### config.mk
export PLATFORM = sky130hd
export DESIGN_NAME = sensor_word_crc_check_and_convert_unit
export DESIGN_NICKNAME = d
export VERILOG_FILES = /design/src/hw/rtl/swcc_pkg.sv /design/src/hw/rtl/swcc_check.sv /design/src/hw/rtl/swcc_convert.sv /design/src/hw/rtl/sensor_word_crc_check_and_convert_unit.sv
export VERILOG_INCLUDE_DIRS = /design/src /design/src/hw/rtl
export SDC_FILE = /design/constraint.sdc
export NUM_CORES = 1
export LEC_CHECK = 0
export ABC_AREA = 1
export ABC_CLOCK_PERIOD_IN_PS = 9600
export BUFFER_PORTS_ARGS = -buffer_cell sky130_fd_sc_hd__buf_2
export CAP_MARGIN = 20
export CELL_PAD_IN_SITES_DETAIL_PLACEMENT = 1
export CELL_PAD_IN_SITES_GLOBAL_PLACEMENT = 2
export CORE_ASPECT_RATIO = 1.1
export CORE_MARGIN = 5
export CORE_UTILIZATION = 41
export DETAILED_ROUTE_END_ITERATION = 8
export PLACE_DENSITY_LB_ADDON = 0.1
export REMOVE_ABC_BUFFERS = 1
export SYNTH_ARGS = -nofsm -noshare
export SYNTH_HDL_FRONTEND = slang
export SYNTH_HIERARCHICAL = 1
export SYNTH_SLANG_ARGS = --single-unit
### constraint.sdc
create_clock -name clk -period 9.6 [get_ports clk]
set_clock_uncertainty 0.2 [all_clocks]
set_input_delay 0.48 -clock clk [delete_from_list [all_inputs] [get_ports clk]]
set_output_delay 0.48 -clock clk [all_outputs]
set_load 0.05 [all_outputs]
### src/hw/rtl/sensor_word_crc_check_and_convert_unit_defines.svh
// ----------------------------------------------------------------------------
// Sensor word check and convert: assertion macros
// Shared concurrent assertion forms, clocked on clk, disabled in reset.
// ----------------------------------------------------------------------------
`ifndef SENSOR_WORD_CRC_CHECK_AND_CONVERT_UNIT_DEFINES_SVH
`define SENSOR_WORD_CRC_CHECK_AND_CONVERT_UNIT_DEFINES_SVH

// antecedent implies consequent in the same cycle
`define SWCC_ASSERT_NOW(label, ante, cons) \
  label: assert property (@(posedge clk) disable iff (!rst_n) (ante) |-> (cons)) \
    else $error("swcc assertion failed");

// antecedent implies consequent in the following cycle
`define SWCC_ASSERT_NEXT(label, ante, cons) \
  label: assert property (@(posedge clk) disable iff (!rst_n) (ante) |=> (cons)) \
    else $error("swcc assertion failed");

`endif

### src/hw/rtl/swcc_pkg.sv
// ----------------------------------------------------------------------------
// Sensor word check and convert: package
// Constants, status codes, CRC-8 byte step and the check-to-convert item type.
// ----------------------------------------------------------------------------
package swcc_pkg;

  localparam logic [7:0]  CRC_POLY   = 8'h31;
  localparam logic [15:0] RAW_MASK   = 16'hFFFC;
  localparam int          STATUS_BIT = 1;

  localparam logic [14:0] T_SCALE  = 15'd17572;
  localparam logic [14:0] H_SCALE  = 15'd12500;
  localparam logic [15:0] T_OFFSET = 16'd4685;
  localparam logic [15:0] H_OFFSET = 16'd600;

  localparam logic KIND_TEMP = 1'b0;
  localparam logic KIND_HUM  = 1'b1;

  localparam logic [1:0] ST_OK   = 2'd0;
  localparam logic [1:0] ST_KIND = 2'd1;
  localparam logic [1:0] ST_CRC  = 2'd2;

  typedef struct packed {
    logic        valid;
    logic        kind;
    logic [1:0]  status;
    logic [15:0] raw;
  } chk_item_t;

  // one byte through the CRC-8, MSB first
  function automatic logic [7:0] crc_byte(input logic [7:0] crc_in, input logic [7:0] data);
    logic [7:0] c;
    c = crc_in ^ data;
    for (int k = 0; k < 8; k++) begin
      if (c[7]) begin
        c = {c[6:0], 1'b0} ^ CRC_POLY;
      end else begin
        c = {c[6:0], 1'b0};
      end
    end
    return c;
  endfunction

endpackage

### src/hw/rtl/swcc_check.sv
// ----------------------------------------------------------------------------
// Sensor word check
// Two stages: CRC over the high byte, then CRC over the low byte with the
// status bit and CRC comparison.
// ----------------------------------------------------------------------------
`include "sensor_word_crc_check_and_convert_unit_defines.svh"

module swcc_check (
  input  logic                 clk,
  input  logic                 rst_n,
  input  logic                 in_go,
  input  logic                 in_kind,
  input  logic [7:0]           in_data_high,
  input  logic [7:0]           in_data_low,
  input  logic [7:0]           in_check_byte,
  output swcc_pkg::chk_item_t  item_o
);

  // stage 1
  logic       s1_valid_r, s1_valid_nxt;
  logic       s1_kind_r;
  logic [7:0] s1_high_r;
  logic [7:0] s1_low_r;
  logic [7:0] s1_chk_r;
  logic [7:0] s1_crc_r, s1_crc_nxt;

  // stage 2
  swcc_pkg::chk_item_t s2_r, s2_nxt;
  logic [7:0]          crc_full;
  logic                flag;

  assign s1_valid_nxt = in_go;
  assign s1_crc_nxt   = swcc_pkg::crc_byte(8'h00, in_data_high);

  always_ff @(posedge clk) begin
    if (!rst_n) begin
      s1_valid_r <= 1'b0;
    end else begin
      s1_valid_r <= s1_valid_nxt;
    end
    s1_kind_r <= in_kind;
    s1_high_r <= in_data_high;
    s1_low_r  <= in_data_low;
    s1_chk_r  <= in_check_byte;
    s1_crc_r  <= s1_crc_nxt;
  end

  always_comb begin
    crc_full      = swcc_pkg::crc_byte(s1_crc_r, s1_low_r);
    flag          = s1_low_r[swcc_pkg::STATUS_BIT];
    s2_nxt.valid  = s1_valid_r;
    s2_nxt.kind   = s1_kind_r;
    s2_nxt.raw    = {s1_high_r, s1_low_r} & swcc_pkg::RAW_MASK;
    if (flag != s1_kind_r) begin
      s2_nxt.status = swcc_pkg::ST_KIND;
    end else if (crc_full != s1_chk_r) begin
      s2_nxt.status = swcc_pkg::ST_CRC;
    end else begin
      s2_nxt.status = swcc_pkg::ST_OK;
    end
  end

  always_ff @(posedge clk) begin
    if (!rst_n) begin
      s2_r.valid <= 1'b0;
    end else begin
      s2_r.valid <= s2_nxt.valid;
    end
    s2_r.kind   <= s2_nxt.kind;
    s2_r.status <= s2_nxt.status;
    s2_r.raw    <= s2_nxt.raw;
  end

  assign item_o = s2_r;

  `SWCC_ASSERT_NEXT(a_chk_valid_flow, in_go, s1_valid_r)
  `SWCC_ASSERT_NOW(a_chk_raw_masked, s2_r.valid, s2_r.raw[1:0] == 2'b00)
  `SWCC_ASSERT_NOW(a_chk_status_kind,
    s2_r.valid && (s2_r.status == swcc_pkg::ST_OK || s2_r.status == swcc_pkg::ST_CRC),
    s2_r.kind == $past(s1_low_r[swcc_pkg::STATUS_BIT]))

endmodule

### src/hw/rtl/swcc_convert.sv
// ----------------------------------------------------------------------------
// Sensor word convert
// Two stages: scale multiply, then offset subtract and result register.
// ----------------------------------------------------------------------------
`include "sensor_word_crc_check_and_convert_unit_defines.svh"

module swcc_convert (
  input  logic                clk,
  input  logic                rst_n,
  input  swcc_pkg::chk_item_t item_i,
  output logic                out_valid,
  output logic [1:0]          out_status,
  output logic signed [14:0]  out_reading,
  output logic [15:0]         out_masked_raw
);

  // stage 3
  logic        s3_valid_r, s3_valid_nxt;
  logic        s3_kind_r;
  logic [1:0]  s3_status_r;
  logic [15:0] s3_raw_r;
  logic [14:0] s3_prod_hi_r, s3_prod_hi_nxt;
  logic [14:0] scale;
  logic [30:0] prod;

  // stage 4
  logic               s4_valid_r;
  logic [1:0]         s4_status_r;
  logic signed [14:0] s4_reading_r, s4_reading_nxt;
  logic [15:0]        s4_raw_r;
  logic [15:0]        offset;
  logic [15:0]        diff;

  assign scale          = (item_i.kind == swcc_pkg::KIND_HUM) ? swcc_pkg::H_SCALE
                                                              : swcc_pkg::T_SCALE;
  assign prod           = {15'd0, item_i.raw} * {16'd0, scale};
  assign s3_prod_hi_nxt = prod[30:16];
  assign s3_valid_nxt   = item_i.valid;

  always_ff @(posedge clk) begin
    if (!rst_n) begin
      s3_valid_r <= 1'b0;
    end else begin
      s3_valid_r <= s3_valid_nxt;
    end
    s3_kind_r    <= item_i.kind;
    s3_status_r  <= item_i.status;
    s3_raw_r     <= item_i.raw;
    s3_prod_hi_r <= s3_prod_hi_nxt;
  end

  assign offset = (s3_kind_r == swcc_pkg::KIND_HUM) ? swcc_pkg::H_OFFSET
                                                    : swcc_pkg::T_OFFSET;
  assign diff   = {1'b0, s3_prod_hi_r} - offset;

  always_comb begin
    if (s3_status_r == swcc_pkg::ST_OK) begin
      s4_reading_nxt = $signed(diff[14:0]);
    end else begin
      s4_reading_nxt = '0;
    end
  end

  always_ff @(posedge clk) begin
    if (!rst_n) begin
      s4_valid_r <= 1'b0;
    end else begin
      s4_valid_r <= s3_valid_r;
    end
    s4_status_r  <= s3_status_r;
    s4_reading_r <= s4_reading_nxt;
    s4_raw_r     <= s3_raw_r;
  end

  assign out_valid      = s4_valid_r;
  assign out_status     = s4_status_r;
  assign out_reading    = s4_reading_r;
  assign out_masked_raw = s4_raw_r;

  `SWCC_ASSERT_NOW(a_cvt_err_zero, s4_valid_r && (s4_status_r != swcc_pkg::ST_OK),
    s4_reading_r == 15'sd0)
  `SWCC_ASSERT_NOW(a_cvt_status_code, s4_valid_r, s4_status_r != 2'd3)
  `SWCC_ASSERT_NEXT(a_cvt_valid_flow, s3_valid_r, s4_valid_r)

endmodule

### src/hw/rtl/sensor_word_crc_check_and_convert_unit.sv
// A transaction taken at start passes through the stage 1 to stage 4 registers to its result strobe.
// Throughput: one transaction per cycle; the four pipeline registers never stall.
// busy is always low; results cannot be held off by the receiver.
// Reset (rst_n low, synchronous) clears the stage valid bits only.
// ----------------------------------------------------------------------------
// Sensor word CRC check and convert unit
// Checks status bit and CRC-8 of a three-byte sensor reply and converts the
// masked raw word to hundredths of a degree or percent.
// ----------------------------------------------------------------------------
module sensor_word_crc_check_and_convert_unit (
  input  logic               clk,
  input  logic               rst_n,
  input  logic               start,
  output logic               busy,
  input  logic               in_kind,
  input  logic [7:0]         in_data_high,
  input  logic [7:0]         in_data_low,
  input  logic [7:0]         in_check_byte,
  output logic               out_valid,
  output logic [1:0]         out_status,
  output logic signed [14:0] out_reading,
  output logic [15:0]        out_masked_raw
);

  swcc_pkg::chk_item_t chk_item;
  logic                go;

  assign busy = 1'b0;
  assign go   = start && !busy;

  swcc_check u_check (
    .clk           (clk),
    .rst_n         (rst_n),
    .in_go         (go),
    .in_kind       (in_kind),
    .in_data_high  (in_data_high),
    .in_data_low   (in_data_low),
    .in_check_byte (in_check_byte),
    .item_o        (chk_item)
  );

  swcc_convert u_convert (
    .clk            (clk),
    .rst_n          (rst_n),
    .item_i         (chk_item),
    .out_valid      (out_valid),
    .out_status     (out_status),
    .out_reading    (out_reading),
    .out_masked_raw (out_masked_raw)
  );

endmodule
==> metrics.yaml <==
yosys:
  synthCells: 1000
  synthArstFlopShare_pct: 0
  post-synth-top-area-fraction_pct: 28.5
  syn-cell-area_um2: 8500
  synth_edf_count: 0
  synth_common_cells: "199 x nand2_1, 184 x inv_1, 121 x dfxtp_1, 121 x ha_1, 89 x nor2_1"
  yosysTopAreaCell: "dfxtp_1"
  synth_seq_cells: 121
  yosysMostFrequentCell: "nand2_1"
  ys.flop_type: "dfxtp_1"
  ys_types: 38
  syn_area_per_cell_um2: 8.50
  ys.warnings.count: 6
  synth_seq_area_share_pct: 28.5
  synthTopCellsByArea: "dfxtp_1 28%, fa_1 18%, ha_1 18%"
floorplanning:
  die_area_um2: 23700
  die_y_um: 161
  die_w_um: 147
  core_area_um2: 20500
  io-pin-count: 63
  row_count: 55
  initial_utilization_pct: 41.5
clocking:
  tritoncts: "built"
  cts_buffer_depth: 2
  cts.clk_slew.worst_paths_ps: 50
  cts_sinks: 121
  root_buffer: "clkbuf_16"
  cts_made_buffers: 17
  clk_latency_ps: 410
  h-tree-depth: 4
routing:
  first_iter_violations: 200
  wirelength_um: 20700
  antenna_left: 0
  remaining_drc_errors: 0
  wire_per_inst_um: 15.1
  dr_total_vias: 6384
  vias_per_cell: 4.66
  firstDrtPassIters: 4
sta:
  worst_pin_slew_ps: 927
  relSlewSlack_pct: 38.0
  setup_viol: 0
  hold_violations: 0
  fin_crit_ps: 5550
  slew_viol_final: 0
  holdWs_ps: 32.4
  rsz0062_at_grt: "false"
  fin_setup_tns_ps: 0
  fmax_ghz: 0.180
  period_share_pct: 57.8
final_layout:
  antennaDiodeCount: 0
  fillers: 2478
  ff_latch_area_um2: 2420
  finalInstanceArea_um2: 9890
  nNetsFinal: 1328
  stdcell_count: 1369
  multi_input_area_um2: 5330
  syn_to_final_growth_pct: 16.3
  layout-drive-gt1-share_pct: 10.8
setup_path:
  end_kind: "register"
  cp.buffers_inverters: 5
  cp_cell_sequence: "buf_4 > nor2_1 > nor2_1 > inv_1 > ha_1 > fa_1 > fa_1 > inv_1 > fa_1 > inv_1 > fa_1 > ha_1 > ha_1 > nand2_1 > nor2_1 > inv_1 > nor3_1 > nand3_1 > nand3_1 > nand2_1"
  required_ps: 9710
  cp_max_fo: 37
  crit_family: "adder cells"
  startpoint_type: "register"
  crit_type: "register to register"
  critPathSlowestCell: "fa_1"
  worstPathArrival_ps: 5650
  slowest_delay_ps: 540
grt:
  grt_pass1_vias: 7082
  grt-ovfl-total: 0
  grt.total_usage_pct: 18.7
  antenna_found_initial: 0
  grt_max_degree: 38
  grt_pass1_wl_um: 35100
place:
  gp_congestion: 0.830
  io_buffers: 61
  dpl.hpwl_um: 17200
  place_area_um2: 9120
  dp_cells: 1319
status:
  outcome: "finished clean"
pwr:
  power_mw: 3.19
  p_leak_nw: 5.42
  powerDensity_nw_per_um2: 323
  worst_ir_drop_vdd_mv: 0.181
min_path:
  hold_class: "input port to register"
job:
  maxCapViolations: 0
[path summary, 6_finish.rpt]
kind | slack, ps | end | startpoint | depth (start not counted)
setup / recovery | 4050 | u_convert/s3_prod_hi_r[12] | u_check/item_o[18] | 20
hold / removal | 30 | u_check/s1_high_r[1] | in_data_high[1] | 1
setup reg to reg | 4050 | u_convert/s3_prod_hi_r[12] | u_check/item_o[18] | 20
hold reg to reg | 120 | u_convert/out_masked_raw[4] | u_convert/s3_raw_r[4] | 0
[state kept, by name, summed over array words and instances (netlist names), 2 cells and up]
register / count
u_check/item_o: 18
u_convert/out_status: 2
u_check/s1_low_r: 8
u_convert/out_reading: 15
u_check/s1_high_r: 8
u_convert/s3_status_r: 2
u_check/s1_crc_r: 8
u_convert/out_masked_raw: 16
u_convert/s3_prod_hi_r: 15
u_check/s1_chk_r: 8
u_convert/s3_raw_r: 16
[cell families after synthesis]
logic type      after synthesis  synth area share [%]
simple gates                360                  17.8
fa+ha+maj                   197                  35.7
buf+inv                     210                  9.52
xor+xnor                     31                  3.46
compound gates               77                  4.87
other cells                   4                 0.177
flops                       121                  28.5
[per-layer routing]
layer	track usage (%)	routed length, um	vias to the layer above
li1	-	-	3267
met3	3.25	517	13
met1	24.5	9770	3038
met4	4.24	215	0
met2	32.2	10200	66
met5	0	0	-
[final cells by class]
| type | count | area share, % |
|---|---|---|
| sequential | 121 | 24.5 |
| tap | 256 | 3.24 |
| clock inverter | 8 | 1.00 |
| timing repair buffer | 83 | 5.29 |
| clock buffer | 21 | 4.66 |
| inverter | 195 | 7.40 |
| multi-input combinational | 685 | 53.9 |
[through the flow]
step	setup WS, ps	utilization (%)
finish	4050	48.2
global route	3680	48.2
global placement	4130	44.5
detailed placement	4040	44.5
CTS	4010	48.2
floorplan	4310	-
[where the power goes]
group	internal [mW]	switching (mW)
clock network	0.390	0.227
registers	0.598	0.0491
logic	0.692	1.23
[placed cells by master, fill, tap and decap left out, drive strengths merged]
master,instances
a21o,2
a21oi,40
a31oi,1
buf,62
bufinv,2
clkbuf,21
clkinv,7
clkinvlp,2
conb,20
dfxtp,121
dlygate4sd3,21
fa,76
ha,121
inv,192
nand2,210
nand3,36
nand3b,5
nand4,5
nor2,93
nor3,6
nor4,3
o21a,3
o21ai,28
o21bai,3
or2,2
xnor2,13
xor2,18
[repair_timing]
action,CTS,global route
hold endpoints to repair,20,1
hold buffers,20,1
buffers inserted,0,0
gates resized for setup,0,0
Note: power is estimated with default switching activity, not from simulation.
